**src/hdl/tece_pkg.sv**
```systemverilog
// Shared types, character codes and helpers for the terminal escape cursor engine.
`default_nettype none

package tece_pkg;

   // Character codes seen by the parser
   localparam logic [7:0] CH_BS      = 8'h08;
   localparam logic [7:0] CH_TAB     = 8'h09;
   localparam logic [7:0] CH_LF      = 8'h0A;
   localparam logic [7:0] CH_CR      = 8'h0D;
   localparam logic [7:0] CH_ESC     = 8'h1B;
   localparam logic [7:0] CH_SPACE   = 8'h20;
   localparam logic [7:0] CH_TILDE   = 8'h7E;
   localparam logic [7:0] CH_DIGIT_0 = 8'h30;
   localparam logic [7:0] CH_DIGIT_9 = 8'h39;
   localparam logic [7:0] CH_SEMI    = 8'h3B;
   localparam logic [7:0] CH_QUEST   = 8'h3F;
   localparam logic [7:0] CH_UP      = 8'h41;
   localparam logic [7:0] CH_DOWN    = 8'h42;
   localparam logic [7:0] CH_RIGHT   = 8'h43;
   localparam logic [7:0] CH_HOME    = 8'h48;
   localparam logic [7:0] CH_CLEAR   = 8'h4A;
   localparam logic [7:0] CH_ERASE_K = 8'h4B;
   localparam logic [7:0] CH_BRACKET = 8'h5B;
   localparam logic [7:0] CH_ERASE_X = 8'h58;
   localparam logic [7:0] CH_SET     = 8'h68;
   localparam logic [7:0] CH_RESET   = 8'h6C;
   localparam logic [7:0] CH_SGR     = 8'h6D;

   // Numeric limits and mode numbers of the escape sequences
   localparam logic [9:0]  FIRST_LIMIT  = 10'd99;
   localparam logic [10:0] SECOND_LIMIT = 11'd199;
   localparam logic [3:0]  DEC_BASE     = 4'd10;
   localparam logic [6:0]  MODE_INSERT  = 7'd4;
   localparam logic [6:0]  MODE_CURSOR  = 7'd25;
   localparam logic [6:0]  SGR_NORMAL   = 7'd0;
   localparam logic [6:0]  SGR_HIGH     = 7'd1;
   localparam logic [6:0]  SGR_HALF     = 7'd2;
   localparam logic [6:0]  SGR_NORMAL_B = 7'd27;

   // Glyph colour codes
   localparam logic [1:0] COLOR_NORMAL = 2'd0;
   localparam logic [1:0] COLOR_HIGH   = 2'd1;
   localparam logic [1:0] COLOR_HALF   = 2'd2;

   // Configuration register indexes and reset values
   localparam logic CSR_TEXT_COLUMNS = 1'b0;
   localparam logic CSR_TEXT_ROWS    = 1'b1;
   localparam logic [7:0] COLUMNS_RESET = 8'd80;
   localparam logic [6:0] ROWS_RESET    = 7'd30;

   // Command queue depth between parser and executor
   localparam int CMD_FIFO_DEPTH = 2;

   // Tab spacing and its reciprocal for the tab-stop calculation
   localparam int TAB_STEP  = 8;
   localparam int TAB_SHIFT = 16;
   localparam logic [16:0] TAB_MULT = 17'(((1 << TAB_SHIFT) + TAB_STEP - 1) / TAB_STEP);

   typedef enum logic [1:0] {
      ACT_NONE,
      ACT_DRAW,
      ACT_ERASE,
      ACT_CLEAR
   } act_type;

   typedef enum logic [4:0] {
      CMD_NONE,
      CMD_BS,
      CMD_TAB,
      CMD_LF,
      CMD_CR,
      CMD_DRAW,
      CMD_UP,
      CMD_DOWN,
      CMD_RIGHT,
      CMD_HOME,
      CMD_CLEAR,
      CMD_ERASE_EOL,
      CMD_ERASE_N,
      CMD_INSERT,
      CMD_COLOR,
      CMD_GOTO,
      CMD_CURSOR
   } cmd_op_type;

   // arg_a: glyph, erase count, flag, colour or goto row; arg_b: goto column
   typedef struct packed {
      cmd_op_type op;
      logic [7:0] arg_a;
      logic [7:0] arg_b;
   } cmd_type;

   typedef struct packed {
      act_type    action;
      logic [6:0] glyph_code;
      logic [7:0] target_col;
      logic [6:0] target_row;
      logic [7:0] cell_count;
      logic [1:0] color_select;
      logic       scroll_up;
      logic [7:0] cursor_col_now;
      logic [6:0] cursor_row_now;
      logic       cursor_visible;
      logic       insert_flag;
   } rsp_type;

   // Next multiple of TAB_STEP strictly above col
   function automatic logic [8:0] tab_stop(input logic [7:0] col);
      logic [8:0]  x;
      logic [25:0] prod;
      logic [8:0]  q;
      logic [13:0] stop;
      x    = 9'(col) + 9'(TAB_STEP);
      prod = 26'(x) * 26'(TAB_MULT);
      q    = prod[TAB_SHIFT +: 9];
      stop = 14'(q) * 14'(TAB_STEP);
      return stop[8:0];
   endfunction

endpackage

`default_nettype wire

```
**src/hdl/terminal_escape_cursor_engine.sv**
```systemverilog
// Top level of the terminal escape cursor engine: parser, command queue, executor.
//
//   Channel   Ports                              Direction  Transfer when
//   req       req_valid/req_ready, req_byte_in   in         valid && ready
//   rsp       rsp_valid/rsp_ready, rsp_*         out        valid && ready
//   csr       csr_write_enable, csr_index, data  in         write_enable high
//
// One byte per cycle sustained while rsp_ready stays high; a byte's result passes the queue
// and then the output register. The queue stores the classified command when it is pushed;
// the executor registers the result when it takes the command from the queue.
// Synchronous reset clears parse state, cursor, modes and the queue; no clearing pass.
// A stalled result holds in the output register; the queue takes FIFO_DEPTH more bytes
// before req_ready drops.
`default_nettype none

module terminal_escape_cursor_engine #(
   parameter int FIFO_DEPTH = tece_pkg::CMD_FIFO_DEPTH
) (
   input  wire logic       clock,
   input  wire logic       reset,
   input  wire logic       req_valid,
   output      logic       req_ready,
   input  wire logic [7:0] req_byte_in,
   output      logic       rsp_valid,
   input  wire logic       rsp_ready,
   output      logic [1:0] rsp_action,
   output      logic [6:0] rsp_glyph_code,
   output      logic [7:0] rsp_target_col,
   output      logic [6:0] rsp_target_row,
   output      logic [7:0] rsp_cell_count,
   output      logic [1:0] rsp_color_select,
   output      logic       rsp_scroll_up,
   output      logic [7:0] rsp_cursor_col_now,
   output      logic [6:0] rsp_cursor_row_now,
   output      logic       rsp_cursor_visible,
   output      logic       rsp_insert_flag,
   input  wire logic       csr_write_enable,
   input  wire logic       csr_index,
   input  wire logic [7:0] csr_write_data
);

   logic [7:0]        columns_ff, columns_in;
   logic [6:0]        rows_ff, rows_in;
   logic              front_valid;
   logic              front_ready;
   tece_pkg::cmd_type front_cmd;
   logic              back_valid;
   logic              back_ready;
   tece_pkg::cmd_type back_cmd;
   tece_pkg::rsp_type rsp;

   // Decode configuration writes
   always_comb begin
      columns_in = columns_ff;
      rows_in    = rows_ff;
      if (csr_write_enable) begin
         if (csr_index == tece_pkg::CSR_TEXT_COLUMNS) begin
            columns_in = csr_write_data;
         end else if (csr_index == tece_pkg::CSR_TEXT_ROWS) begin
            rows_in = csr_write_data[6:0];
         end
      end
   end

   always_ff @(posedge clock) begin
      if (reset) begin
         columns_ff <= tece_pkg::COLUMNS_RESET;
         rows_ff    <= tece_pkg::ROWS_RESET;
      end else begin
         columns_ff <= columns_in;
         rows_ff    <= rows_in;
      end
   end

   tece_parser u_parser (
      .clock     (clock),
      .reset     (reset),
      .req_valid (req_valid),
      .req_ready (req_ready),
      .byte_in   (req_byte_in),
      .cmd_valid (front_valid),
      .cmd_ready (front_ready),
      .cmd       (front_cmd)
   );

   tece_cmd_fifo #(
      .DEPTH (FIFO_DEPTH)
   ) u_cmd_fifo (
      .clock      (clock),
      .reset      (reset),
      .push_valid (front_valid),
      .push_ready (front_ready),
      .push_data  (front_cmd),
      .pop_valid  (back_valid),
      .pop_ready  (back_ready),
      .pop_data   (back_cmd)
   );

   tece_cursor u_cursor (
      .clock        (clock),
      .reset        (reset),
      .text_columns (columns_ff),
      .text_rows    (rows_ff),
      .cmd_valid    (back_valid),
      .cmd_ready    (back_ready),
      .cmd          (back_cmd),
      .rsp_valid    (rsp_valid),
      .rsp_ready    (rsp_ready),
      .rsp          (rsp)
   );

   // Split the result onto its ports
   assign rsp_action         = rsp.action;
   assign rsp_glyph_code     = rsp.glyph_code;
   assign rsp_target_col     = rsp.target_col;
   assign rsp_target_row     = rsp.target_row;
   assign rsp_cell_count     = rsp.cell_count;
   assign rsp_color_select   = rsp.color_select;
   assign rsp_scroll_up      = rsp.scroll_up;
   assign rsp_cursor_col_now = rsp.cursor_col_now;
   assign rsp_cursor_row_now = rsp.cursor_row_now;
   assign rsp_cursor_visible = rsp.cursor_visible;
   assign rsp_insert_flag    = rsp.insert_flag;

   // No result is pending right after reset
   a_reset_empty: assert property (@(posedge clock) reset |=> !rsp_valid)
      else $error("result valid after reset");

   // An erase always covers at least one cell
   a_erase_count: assert property (@(posedge clock) disable iff (reset)
      (rsp_valid && rsp_action == tece_pkg::ACT_ERASE) |-> (rsp_cell_count != '0))
      else $error("erase with zero cells");

   // Only printable codes are drawn
   a_draw_glyph: assert property (@(posedge clock) disable iff (reset)
      (rsp_valid && rsp_action == tece_pkg::ACT_DRAW) |->
         ({1'b0, rsp_glyph_code} >= tece_pkg::CH_SPACE))
      else $error("draw of a non-printable code");

   // Glyph code is zero unless drawing
   a_glyph_zero: assert property (@(posedge clock) disable iff (reset)
      (rsp_valid && rsp_action != tece_pkg::ACT_DRAW) |-> (rsp_glyph_code == '0))
      else $error("glyph code set without draw");

endmodule

`default_nettype wire

```
**src/hdl/tece_parser.sv**
```systemverilog
// Front end: escape sequence parser that turns each byte into one command.
`default_nettype none

module tece_parser (
   input  wire logic             clock,
   input  wire logic             reset,
   input  wire logic             req_valid,
   output      logic             req_ready,
   input  wire logic [7:0]       byte_in,
   output      logic             cmd_valid,
   input  wire logic             cmd_ready,
   output      tece_pkg::cmd_type cmd
);

   typedef enum logic [2:0] {
      PH_START,
      PH_ESC,
      PH_BRACKET,
      PH_NUM1,
      PH_QUEST,
      PH_SEMI,
      PH_NUM2,
      PH_NUM3
   } phase_type;

   phase_type   phase_ff, phase_in;
   logic [6:0]  first_ff, first_in;
   logic [7:0]  second_ff, second_in;
   logic        accept;
   logic        is_digit;
   logic [3:0]  digit;
   logic [9:0]  first_acc;
   logic [10:0] second_acc;

   assign req_ready = cmd_ready;
   assign cmd_valid = req_valid;
   assign accept    = req_valid && cmd_ready;

   // Decimal accumulation of the sequence numbers
   assign is_digit   = byte_in inside {[tece_pkg::CH_DIGIT_0 : tece_pkg::CH_DIGIT_9]};
   assign digit      = byte_in[3:0];
   assign first_acc  = 10'(first_ff) * 10'(tece_pkg::DEC_BASE) + 10'(digit);
   assign second_acc = 11'(second_ff) * 11'(tece_pkg::DEC_BASE) + 11'(digit);

   // Classify the byte against the parse phase
   always_comb begin
      cmd.op    = tece_pkg::CMD_NONE;
      cmd.arg_a = '0;
      cmd.arg_b = '0;
      phase_in  = PH_START;
      first_in  = first_ff;
      second_in = second_ff;
      case (phase_ff)
         PH_START: begin
            if (byte_in == tece_pkg::CH_BS) begin
               cmd.op = tece_pkg::CMD_BS;
            end else if (byte_in == tece_pkg::CH_TAB) begin
               cmd.op = tece_pkg::CMD_TAB;
            end else if (byte_in == tece_pkg::CH_LF) begin
               cmd.op = tece_pkg::CMD_LF;
            end else if (byte_in == tece_pkg::CH_CR) begin
               cmd.op = tece_pkg::CMD_CR;
            end else if (byte_in == tece_pkg::CH_ESC) begin
               phase_in = PH_ESC;
            end else if (byte_in inside {[tece_pkg::CH_SPACE : tece_pkg::CH_TILDE]}) begin
               cmd.op    = tece_pkg::CMD_DRAW;
               cmd.arg_a = byte_in;
            end
         end
         PH_ESC: begin
            if (byte_in == tece_pkg::CH_BRACKET) begin
               phase_in = PH_BRACKET;
            end
         end
         PH_BRACKET: begin
            if (byte_in == tece_pkg::CH_QUEST) begin
               phase_in = PH_QUEST;
            end else if (byte_in == tece_pkg::CH_UP) begin
               cmd.op = tece_pkg::CMD_UP;
            end else if (byte_in == tece_pkg::CH_DOWN) begin
               cmd.op = tece_pkg::CMD_DOWN;
            end else if (byte_in == tece_pkg::CH_RIGHT) begin
               cmd.op = tece_pkg::CMD_RIGHT;
            end else if (byte_in == tece_pkg::CH_HOME) begin
               cmd.op = tece_pkg::CMD_HOME;
            end else if (byte_in == tece_pkg::CH_CLEAR) begin
               cmd.op = tece_pkg::CMD_CLEAR;
            end else if (byte_in == tece_pkg::CH_ERASE_K) begin
               cmd.op = tece_pkg::CMD_ERASE_EOL;
            end else if (is_digit) begin
               first_in = 7'(digit);
               phase_in = PH_NUM1;
            end
         end
         PH_NUM1: begin
            if (byte_in == tece_pkg::CH_SEMI) begin
               phase_in = PH_SEMI;
            end else if (byte_in == tece_pkg::CH_ERASE_X) begin
               if (first_ff != '0) begin
                  cmd.op    = tece_pkg::CMD_ERASE_N;
                  cmd.arg_a = 8'(first_ff);
               end
            end else if (byte_in == tece_pkg::CH_SET || byte_in == tece_pkg::CH_RESET) begin
               if (first_ff == tece_pkg::MODE_INSERT) begin
                  cmd.op    = tece_pkg::CMD_INSERT;
                  cmd.arg_a = 8'(byte_in == tece_pkg::CH_SET);
               end
            end else if (byte_in == tece_pkg::CH_SGR) begin
               if (first_ff == tece_pkg::SGR_NORMAL || first_ff == tece_pkg::SGR_NORMAL_B) begin
                  cmd.op    = tece_pkg::CMD_COLOR;
                  cmd.arg_a = 8'(tece_pkg::COLOR_NORMAL);
               end else if (first_ff == tece_pkg::SGR_HIGH) begin
                  cmd.op    = tece_pkg::CMD_COLOR;
                  cmd.arg_a = 8'(tece_pkg::COLOR_HIGH);
               end else if (first_ff == tece_pkg::SGR_HALF) begin
                  cmd.op    = tece_pkg::CMD_COLOR;
                  cmd.arg_a = 8'(tece_pkg::COLOR_HALF);
               end
            end else if (is_digit) begin
               if (first_acc <= tece_pkg::FIRST_LIMIT) begin
                  first_in = first_acc[6:0];
                  phase_in = PH_NUM1;
               end
            end
         end
         PH_SEMI: begin
            if (is_digit) begin
               second_in = 8'(digit);
               phase_in  = PH_NUM2;
            end
         end
         PH_QUEST: begin
            if (is_digit) begin
               first_in = 7'(digit);
               phase_in = PH_NUM3;
            end
         end
         PH_NUM2: begin
            if (byte_in == tece_pkg::CH_HOME) begin
               cmd.op    = tece_pkg::CMD_GOTO;
               cmd.arg_a = 8'(first_ff);
               cmd.arg_b = second_ff;
            end else if (is_digit) begin
               if (second_acc <= tece_pkg::SECOND_LIMIT) begin
                  second_in = second_acc[7:0];
                  phase_in  = PH_NUM2;
               end
            end
         end
         PH_NUM3: begin
            if (byte_in == tece_pkg::CH_SET || byte_in == tece_pkg::CH_RESET) begin
               if (first_ff == tece_pkg::MODE_CURSOR) begin
                  cmd.op    = tece_pkg::CMD_CURSOR;
                  cmd.arg_a = 8'(byte_in == tece_pkg::CH_SET);
               end
            end else if (is_digit) begin
               if (first_acc <= tece_pkg::FIRST_LIMIT) begin
                  first_in = first_acc[6:0];
                  phase_in = PH_NUM3;
               end
            end
         end
         default: begin
            phase_in = PH_START;
         end
      endcase
   end

   // Hold parse state; advance on each transfer
   always_ff @(posedge clock) begin
      if (reset) begin
         phase_ff  <= PH_START;
         first_ff  <= '0;
         second_ff <= '0;
      end else if (accept) begin
         phase_ff  <= phase_in;
         first_ff  <= first_in;
         second_ff <= second_in;
      end
   end

endmodule

`default_nettype wire

```
**src/hdl/tece_cmd_fifo.sv**
```systemverilog
// Short command queue between the parser and the cursor executor.
`default_nettype none

module tece_cmd_fifo #(
   parameter int DEPTH = tece_pkg::CMD_FIFO_DEPTH
) (
   input  wire logic              clock,
   input  wire logic              reset,
   input  wire logic              push_valid,
   output      logic              push_ready,
   input  wire tece_pkg::cmd_type push_data,
   output      logic              pop_valid,
   input  wire logic              pop_ready,
   output      tece_pkg::cmd_type pop_data
);

   localparam int PTR_W = (DEPTH > 1) ? $clog2(DEPTH) : 1;
   localparam int CNT_W = $clog2(DEPTH + 1);

   tece_pkg::cmd_type slot_ff [DEPTH];
   logic [PTR_W-1:0]  wr_ptr_ff, wr_ptr_in;
   logic [PTR_W-1:0]  rd_ptr_ff, rd_ptr_in;
   logic [CNT_W-1:0]  count_ff, count_in;
   logic              push;
   logic              pop;

   assign push_ready = (count_ff != CNT_W'(DEPTH));
   assign pop_valid  = (count_ff != '0);
   assign pop_data   = slot_ff[rd_ptr_ff];
   assign push       = push_valid && push_ready;
   assign pop        = pop_valid && pop_ready;

   // Advance pointers with wrap at the queue end
   always_comb begin
      wr_ptr_in = wr_ptr_ff;
      rd_ptr_in = rd_ptr_ff;
      count_in  = count_ff;
      if (push) begin
         wr_ptr_in = (wr_ptr_ff == PTR_W'(DEPTH - 1)) ? '0 : wr_ptr_ff + 1'b1;
      end
      if (pop) begin
         rd_ptr_in = (rd_ptr_ff == PTR_W'(DEPTH - 1)) ? '0 : rd_ptr_ff + 1'b1;
      end
      if (push && !pop) begin
         count_in = count_ff + 1'b1;
      end else if (pop && !push) begin
         count_in = count_ff - 1'b1;
      end
   end

   always_ff @(posedge clock) begin
      if (reset) begin
         wr_ptr_ff <= '0;
         rd_ptr_ff <= '0;
         count_ff  <= '0;
      end else begin
         wr_ptr_ff <= wr_ptr_in;
         rd_ptr_ff <= rd_ptr_in;
         count_ff  <= count_in;
      end
   end

   // Store the pushed command
   always_ff @(posedge clock) begin
      if (push) begin
         slot_ff[wr_ptr_ff] <= push_data;
      end
   end

endmodule

`default_nettype wire

```
**src/hdl/tece_cursor.sv**
```systemverilog
// Back end: applies commands to the cursor and mode state and registers the result.
`default_nettype none

module tece_cursor (
   input  wire logic              clock,
   input  wire logic              reset,
   input  wire logic [7:0]        text_columns,
   input  wire logic [6:0]        text_rows,
   input  wire logic              cmd_valid,
   output      logic              cmd_ready,
   input  wire tece_pkg::cmd_type cmd,
   output      logic              rsp_valid,
   input  wire logic              rsp_ready,
   output      tece_pkg::rsp_type rsp
);

   logic [7:0] col_ff, col_in;
   logic [6:0] row_ff, row_in;
   logic [1:0] color_ff, color_in;
   logic       show_ff, show_in;
   logic       insert_ff, insert_in;
   logic       rsp_valid_ff;
   tece_pkg::rsp_type rsp_ff, rsp_in;

   logic       take;
   logic [7:0] row_inc;
   logic       down_scroll;
   logic [6:0] last_row;
   logic [8:0] col_inc;
   logic       right_wrap;
   logic [7:0] last_col;
   logic [8:0] tab_col;
   logic       tab_wrap;
   logic [8:0] erase_raw;
   logic [8:0] erase_end;
   logic       do_newline;
   logic       do_down;
   logic       scroll;

   // Accept a command when the output register is free or draining
   assign cmd_ready = !rsp_valid_ff || rsp_ready;
   assign take      = cmd_valid && cmd_ready;
   assign rsp_valid = rsp_valid_ff;
   assign rsp       = rsp_ff;

   // Cursor movement terms
   assign row_inc     = {1'b0, row_ff} + 8'd1;
   assign down_scroll = row_inc >= {1'b0, text_rows};
   assign last_row    = (text_rows == '0) ? '0 : text_rows - 7'd1;
   assign col_inc     = {1'b0, col_ff} + 9'd1;
   assign right_wrap  = col_inc >= {1'b0, text_columns};
   assign last_col    = (text_columns == '0) ? '0 : text_columns - 8'd1;
   assign tab_col     = tece_pkg::tab_stop(col_ff);
   assign tab_wrap    = tab_col >= {1'b0, text_columns};
   assign erase_raw   = {1'b0, col_ff} + {1'b0, cmd.arg_a};
   assign erase_end   = (erase_raw > {1'b0, text_columns}) ? {1'b0, text_columns} : erase_raw;

   // Execute one command
   always_comb begin
      col_in     = col_ff;
      row_in     = row_ff;
      color_in   = color_ff;
      show_in    = show_ff;
      insert_in  = insert_ff;
      do_newline = 1'b0;
      do_down    = 1'b0;
      scroll     = 1'b0;
      rsp_in.action     = tece_pkg::ACT_NONE;
      rsp_in.glyph_code = '0;
      rsp_in.target_col = '0;
      rsp_in.target_row = '0;
      rsp_in.cell_count = '0;
      case (cmd.op)
         tece_pkg::CMD_BS: begin
            if (col_ff != '0) begin
               col_in = col_ff - 8'd1;
            end else if (row_ff != '0) begin
               col_in = last_col;
               row_in = row_ff - 7'd1;
            end
         end
         tece_pkg::CMD_TAB: begin
            if (tab_wrap) begin
               do_newline = 1'b1;
            end else begin
               col_in = tab_col[7:0];
            end
         end
         tece_pkg::CMD_LF: begin
            do_newline = 1'b1;
         end
         tece_pkg::CMD_CR: begin
            col_in = '0;
         end
         tece_pkg::CMD_DRAW: begin
            rsp_in.action     = tece_pkg::ACT_DRAW;
            rsp_in.glyph_code = cmd.arg_a[6:0];
            rsp_in.target_col = col_ff;
            rsp_in.target_row = row_ff;
            if (right_wrap) begin
               do_newline = 1'b1;
            end else begin
               col_in = col_inc[7:0];
            end
         end
         tece_pkg::CMD_UP: begin
            if (row_ff != '0) begin
               row_in = row_ff - 7'd1;
            end
         end
         tece_pkg::CMD_DOWN: begin
            do_down = 1'b1;
         end
         tece_pkg::CMD_RIGHT: begin
            if (right_wrap) begin
               do_newline = 1'b1;
            end else begin
               col_in = col_inc[7:0];
            end
         end
         tece_pkg::CMD_HOME: begin
            col_in = '0;
            row_in = '0;
         end
         tece_pkg::CMD_CLEAR: begin
            rsp_in.action     = tece_pkg::ACT_CLEAR;
            rsp_in.target_col = col_ff;
            rsp_in.target_row = row_ff;
         end
         tece_pkg::CMD_ERASE_EOL: begin
            if (col_ff < text_columns) begin
               rsp_in.action     = tece_pkg::ACT_ERASE;
               rsp_in.target_col = col_ff;
               rsp_in.target_row = row_ff;
               rsp_in.cell_count = text_columns - col_ff;
            end
         end
         tece_pkg::CMD_ERASE_N: begin
            if ({1'b0, col_ff} < erase_end) begin
               rsp_in.action     = tece_pkg::ACT_ERASE;
               rsp_in.target_col = col_ff;
               rsp_in.target_row = row_ff;
               rsp_in.cell_count = 8'(erase_end - {1'b0, col_ff});
            end
         end
         tece_pkg::CMD_INSERT: begin
            insert_in = cmd.arg_a[0];
         end
         tece_pkg::CMD_COLOR: begin
            color_in = cmd.arg_a[1:0];
         end
         tece_pkg::CMD_CURSOR: begin
            show_in = cmd.arg_a[0];
         end
         tece_pkg::CMD_GOTO: begin
            if (cmd.arg_a != '0 && cmd.arg_a <= {1'b0, text_rows} &&
                cmd.arg_b != '0 && cmd.arg_b <= text_columns) begin
               col_in = cmd.arg_b - 8'd1;
               row_in = 7'(cmd.arg_a - 8'd1);
            end
         end
         default: begin
            col_in = col_ff;
         end
      endcase

      // New line: column to zero, then step down
      if (do_newline) begin
         col_in  = '0;
         do_down = 1'b1;
      end
      if (do_down) begin
         if (down_scroll) begin
            scroll = 1'b1;
            row_in = last_row;
         end else begin
            row_in = row_inc[6:0];
         end
      end

      rsp_in.color_select   = color_in;
      rsp_in.scroll_up      = scroll;
      rsp_in.cursor_col_now = col_in;
      rsp_in.cursor_row_now = row_in;
      rsp_in.cursor_visible = show_in;
      rsp_in.insert_flag    = insert_in;
   end

   // Hold cursor state and the valid flag of the output register
   always_ff @(posedge clock) begin
      if (reset) begin
         col_ff       <= '0;
         row_ff       <= '0;
         color_ff     <= tece_pkg::COLOR_NORMAL;
         show_ff      <= 1'b1;
         insert_ff    <= 1'b0;
         rsp_valid_ff <= 1'b0;
      end else begin
         if (take) begin
            col_ff       <= col_in;
            row_ff       <= row_in;
            color_ff     <= color_in;
            show_ff      <= show_in;
            insert_ff    <= insert_in;
            rsp_valid_ff <= 1'b1;
         end else if (rsp_ready) begin
            rsp_valid_ff <= 1'b0;
         end
      end
   end

   // Load the result payload
   always_ff @(posedge clock) begin
      if (take) begin
         rsp_ff <= rsp_in;
      end
   end

endmodule

`default_nettype wire
```
**config.mk**
```make
export PLATFORM = sky130hd
export DESIGN_NAME = terminal_escape_cursor_engine
export DESIGN_NICKNAME = d
export VERILOG_FILES = /design/src/hdl/tece_pkg.sv /design/src/hdl/terminal_escape_cursor_engine.sv /design/src/hdl/tece_parser.sv /design/src/hdl/tece_cmd_fifo.sv /design/src/hdl/tece_cursor.sv
export SDC_FILE = /design/constraint.sdc
export NUM_CORES = 1
export LEC_CHECK = 0
export ABC_AREA = 1
export BUFFER_PORTS_ARGS = -buffer_cell sky130_fd_sc_hd__buf_2
export CORE_MARGIN = 2
export CORE_UTILIZATION = 55
export CTS_BUF_LIST = sky130_fd_sc_hd__clkbuf_8
export CTS_CLUSTER_SIZE = 25
export DETAILED_ROUTE_END_ITERATION = 16
export PLACE_DENSITY = 0.73
export SETUP_SLACK_MARGIN = 0.3
export SLEW_MARGIN = 25
export SYNTH_ARGS = -nofsm -noshare
export SYNTH_HDL_FRONTEND = slang
export SYNTH_SLANG_ARGS = --single-unit
```
**constraint.sdc**
```tcl
create_clock -name clock -period 12.6 [get_ports clock]
set_input_delay 1.89 -clock clock [delete_from_list [all_inputs] [get_ports clock]]
set_output_delay 1.89 -clock clock [all_outputs]
set_load 0.05 [all_outputs]
```
Word level (Yosys, flattened, before mapping)
Memories as Yosys holds them, arrays and structs flattened. A register that Yosys moved wholly into a read port is not among the register bits.
Cells that the tools add are included.
- bits in read-only memories: 0
- bits in registers: 109
- input port bits: 22
- bits in latches: 0
- output and inout bits: 54
- memory bits (writable): 42
- memories: 1
- memory list (name ; depth ; bits a word ; read ports ; clocked after Yosys merged registers in ; write ports ; RTL line ; source):
    u_cmd_fifo.slot_ff ; 2 ; 21 ; 1 ; 1 ; 1 ; tece_cmd_fifo.sv:20 ; tece_pkg::cmd_type slot_ff [DEPTH];
- add/sub/neg operators: 18
- order comparisons: 14
- shifts and indexed selects: 0
- bitwise logic cells: 1
- divide/modulo/power cells: 0
- multipliers: 2
- muxes and demuxes: 124
- reduce and logical (&&, ||, !) cells: 36
- eq/ne operators: 63
- operator list (cell ; count):
    $mux W7 ; 21
    $mux W8 ; 16
    $mux W13 ; 8
    $eq A8 B7 Y1 const B ; 11
    $mux W3 ; 24
    $pmux W7 S4 ; 2
    $mux W5 ; 10
    $mux W23 ; 2
    $pmux W15 S3 ; 1
    $eq A5 B4 Y1 const B ; 8
    $pmux W8 S5 ; 1
    $mux W12 ; 3
    $eq A8 B4 Y1 const B ; 4
    $pmux W8 S2 ; 2
    $pmux W8 S4 ; 1
    $ne A2 B2 Y1 const B ; 14
    $pmux W5 S5 ; 1
    $pmux W3 S8 ; 1
    $reduce_bool A8 Y1 ; 3
    $sub A8 B1 Y8 const B ; 3
    $mux W11 ; 2
    $sub A7 B1 Y7 const B ; 3
    $eq A5 B3 Y1 const B ; 4
    $mux W20 ; 1
    57 further kinds ; 112

Logic depth before layout (Yosys ltp)
- word-level depth: 11
- gate-level depth with buffers: 34
- depth with buffers taken out: 33

Modules after synthesis
A second synthesis with hierarchy kept.
- cells, all modules: 1711
- area total of the unflattened synthesis: 12615.8 µm²
- modules (own cells, without submodules) (module ; cells an instance ; area each (µm²) ; instances):
    tece_cursor ; 1026 ; 7339.5 ; 1
    tece_parser ; 502 ; 2850.2 ; 1
    tece_cmd_fifo ; 102 ; 1841.8 ; 1
    terminal_escape_cursor_engine ; 81 ; 584.3 ; 1

Least setup slack after synthesis
OpenSTA, ideal clock, no wires.
- path type: register to register
- start: reg with a tool-made name
- end: reg u_cursor.rsp_ff, in the netlist u_cursor.rsp[39] (data pin)
- path buffers: 3
- required time: 12.326 ns
- arrival: 5.090 ns
- clock period less this slack: 5.364 ns
- stages on the path, launching flop included: 32
- path slack: 7.236 ns
- cells stage by stage: dfxtp_1 > inv_2 > buf_4 > or2_2 > o21ai_2 > inv_1 > ha_1 > fa_1 > a21oi_1 > o21bai_1 > a21oi_1 > o21bai_1 > xor2_1 > inv_1 > ha_1 > nand2_1 > inv_1 > o21ai_0 > a21boi_0 > o32ai_1 > nand2_1 > clkbuf_1 > o21ai_0 > ha_1 > inv_1 > nor3_1 > nand2_1 > o21ai_0 > inv_1 > a21boi_1 > buf_2 > a31oi_1
- RTL lines (what ; RTL line ; source):
    end signal: assignment ; tece_cursor.sv:215 ; rsp_ff <= rsp_in;
    end: declaration ; tece_cursor.sv:23 ; tece_pkg::rsp_type rsp_ff, rsp_in;

==> results summary <==
The leakage dissipation is approximately 6.4 nW. The die extent in x came out at about 150 µm. The clock buffer count from CTS came out at 17. The warning count from the yosys run came out at 0. The floorplan step set the die height to approximately 150 µm. The H-tree generated during clock tree synthesis spans 4 levels. The final critical-path required period is 6440 ps. The buffer levels on the longest clock path came out at 2. The data required time at the worst endpoint is between 10000 and 15000 ps. The number of core rows came out at 54.

The routed via count divided by cell count came out at ~5.6. The number of instances in the synthesized netlist is 1688. The number of antenna violations at the first check in global routing was 0.

The worst-margin pin slew is 1070 ps. The fraction of final layout cells sized beyond drive strength 1 came out at 9.74%. Setup repair after global routing left no endpoint under its margin. The area share of the largest cell type after synthesis is 23.0%. After layout, the worst path uses 51.1% of the clock period. The length of the first detailed-routing pass in iterations came out at 5.

The total overflow left after global routing is 0. Synthesis inferred about 150 register bits. The mean area per synthesized cell came out at between 7 and 8 µm². edfxtp_1 takes more of the synthesized area than any other cell.

The maximum number of pins on one net before global-route repair is between 80 and 90. The netlist area before placement is 12300 µm². The number of antenna diodes in the final layout is 0. The aggregate routed wire length came out at 33500 µm.

The sequential cell area fraction in the yosys report came out at roughly 32%. The dominant delay contributor by cell family on the critical path is compound AO/OA/AOI/OAI gates. The number of primary I/O pins is 76. The overall power is between 0.003 and 0.004 W.

The classification of the worst setup path is reg2reg. The library cell used most frequently in the layout, excluding fill and tap cells, is nand2_1. The achievable frequency came out at 155 MHz. The post-route DRC violation count is 0. The number of hold buffers added after cts is 0. The path class of the tightest hold or removal check is reg2reg. The overall via count from detail_route is around 11k. The clock-pin transition on the worst setup and hold timing paths is ~90 ps. Among all flip-flop cells after synthesis, the most frequent one is edfxtp_1.

For this design the ratio of total power to cell area is 249 nW/µm². The post-CTS resize count is 0. The count of buffer and inverter cells on the critical path is 7. The flow ran to the end, and the final reports show no timing, DRC or antenna violations. The total area inside the core boundary comes to approximately 22000 µm².

The global-route wire length before repair is 54200 µm. The number of enable flip-flop cells after synthesis came out at 94. The placement-stage worst setup slack came out at 6240 ps. The tightest hold path in the finished design has a slack of 493 ps. After synthesis, the cell types taking the most area are edfxtp_1, nand2_1, ha_1. The proportion of register bits with asynchronous set or reset after synthesis is 0%. Once detail routing completed, the nets flagged for antenna violations numbered 0.

In this run the clock root is driven by a clkbuf_8. Data arrives at the worst endpoint at 6620 ps. The routed wirelength normalized by instance count is 16.4 µm. The sort of element at the end of the critical path is a flip-flop. The biggest fanout along the worst timing path is 33. The number of library cell types mapped by synthesis came out at 57. The via count of the first global-routing pass came out at 10.7k. The number of post-CTS setup repair buffers came out at 0. The setup-violating endpoint count in the final report came out at 0. At the end of routability-driven placement, the weighted congestion stood at 0.963.

The violation count after the first detailed-routing iteration came out at 794. The area growth from synthesis to final layout is 8.07%. The largest incremental delay on the critical path is 650 ps.

The number of sinks on the clock net is 152. The count of pins over their slew limit is 0. The net total in the final layout is 1898. The maximum clock skew at final layout is 27.8 ps. The post-DP HPWL came out at 26100 µm.

The clock reaches the later pin of the worst-skew pair after between 400 and 500 ps. The number of buffer cells added on primary ports is 75. In this design, the critical path's most frequently occurring cell is inv_1. Max-cap violations in this run came to 0. The maximum vdd ir drop came out at ~120 µV. Headroom to the max-slew limit came out at 28.7%. STA classifies the critical path startpoint as a flip-flop. The worst-case setup margin in the final layout is approximately 6200 ps. TritonCTS built the clock tree. The die covers ~24000 µm². Setup total negative slack on the finished layout was measured at 0 ps. The initial utilization of the core area, before any placement, comes to 56.1%. The total global-route track usage is 28.7%.

Leaving out fill and tap cells, the most frequent cells in the layout are nand2_1, inv_1, nor2_1, nand3_1, ha_1. On the critical path, the stage with the largest delay is an instance of a21boi_2. The total of fill cells in the finished design came out at 2082. The final hold violation count is 0.
==> synth_stat cells, types with 2 or more instances <==
| library cell | number |
|---|---|
| a31oi_1 | 18 |
| xor2_1 | 48 |
| nor3_1 | 20 |
| ha_1 | 116 |
| nor2_2 | 6 |
| clkbuf_2 | 2 |
| nand3b_1 | 8 |
| a22oi_1 | 3 |
| xnor2_1 | 8 |
| or2_2 | 3 |
| nand4_1 | 34 |
| edfxtp_1 | 94 |
| nand3_1 | 125 |
| nor2_1 | 148 |
| inv_2 | 13 |
| a211oi_1 | 9 |
| clkinv_1 | 5 |
| inv_1 | 248 |
| fa_1 | 7 |
| o211ai_1 | 13 |
| o21ai_1 | 4 |
| clkbuf_1 | 18 |
| buf_2 | 6 |
| o21ai_2 | 10 |
| nor4_1 | 3 |
| nand2_1 | 389 |
| nand2_2 | 7 |
| nand3_2 | 3 |
| o21a_1 | 2 |
| buf_6 | 4 |
| a21o_1 | 4 |
| a21oi_1 | 109 |
| dfxtp_1 | 58 |
| buf_4 | 3 |
| nand2_4 | 4 |
| o21ai_0 | 95 |
| o22ai_1 | 6 |
| nor3_2 | 4 |
| a21oi_2 | 2 |
| nor2_4 | 6 |
| o21bai_1 | 7 |
==> kinds of logic (layout without fill, tap and decap cells) <==
group	after synthesis	in the layout	share of synthesized area, %
xor+xnor	56	56	3.99
fa+ha+maj	123	123	13.0
other cells	1	2	0.0305
simple gates	766	766	27.6
flops	152	152	32.4
compound gates	290	290	13.4
buf+inv	300	377	9.59
==> layout make-up <==
type                       count  area (µm²)  share of cell area (%)
sequential                   152        3980                    30.0
timing repair buffer          79         405                    3.05
multi-input combinational   1237        7140                    53.8
clock buffer                  18         248                    1.87
tap                          280         350                    2.64
clock inverter                14         148                    1.11
inverter                     266         998                    7.52
==> stage by stage <==
stage / area [µm²] / std cells / util, %
2_1_floorplan: 12300 / 1689 / -
3_3_place_gp: 12900 / 2014 / 58.8
3_5_place_dp: 12900 / 2014 / 58.8
4_1_cts: 13300 / 2046 / 60.6
5_1_grt: 13300 / 2046 / 60.6
6_report: 13300 / 2046 / 60.6
==> layer usage <==
layer,vias up,routed length [µm],share of wire (%),GRT usage (%)
li1,5731,-,-,-
met1,5250,14100,42,35.9
met2,411,15900,47,49.0
met3,98,2070,6.2,4.20
met4,0,1520,4.5,13.2
met5,-,0,0,0
==> report_power, final <==
group	leakage [nW]	internal (W)	switching, W
Combinational	4.82	0.000616	0.00150
Sequential	1.39	0.000713	0.0000913
Clock	0.207	0.000183	0.000203
Total	6.42	0.00151	0.00180
==> path summary, 6_finish.rpt <==
check	startpoint	end	slack, ps	depth (start not counted)
hold / removal	u_cursor.show_ff$_SDFFE_PP1P_	u_cursor.show_ff$_SDFFE_PP1P_	490	2
setup / recovery	flip-flop	u_cursor.rsp[42]$_DFFE_PP_	6160	29
hold reg to reg	u_cursor.show_ff$_SDFFE_PP1P_	u_cursor.show_ff$_SDFFE_PP1P_	490	2
setup reg to reg	flip-flop	u_cursor.rsp[42]$_DFFE_PP_	6160	29
==> sequential cells by signal, summed over array words and instances (netlist names), 3 cells and up, named ones only <==
register,cells
columns_ff,8
rows_ff,7
u_cmd_fifo.slot_ff,42
u_cursor.col_ff,8
u_cursor.row_ff,7
u_cursor.rsp,52
u_parser.first_ff,7
u_parser.phase_ff,3
u_parser.second_ff,8
==> tightest hold or removal path: cells and delay by family, from the launching register on <==
family / cells / cell delay, ps
flops: 1 / 350
compound gates: 1 / 70
simple gates: 1 / 50
Note: power is estimated with default switching activity, not from simulation.
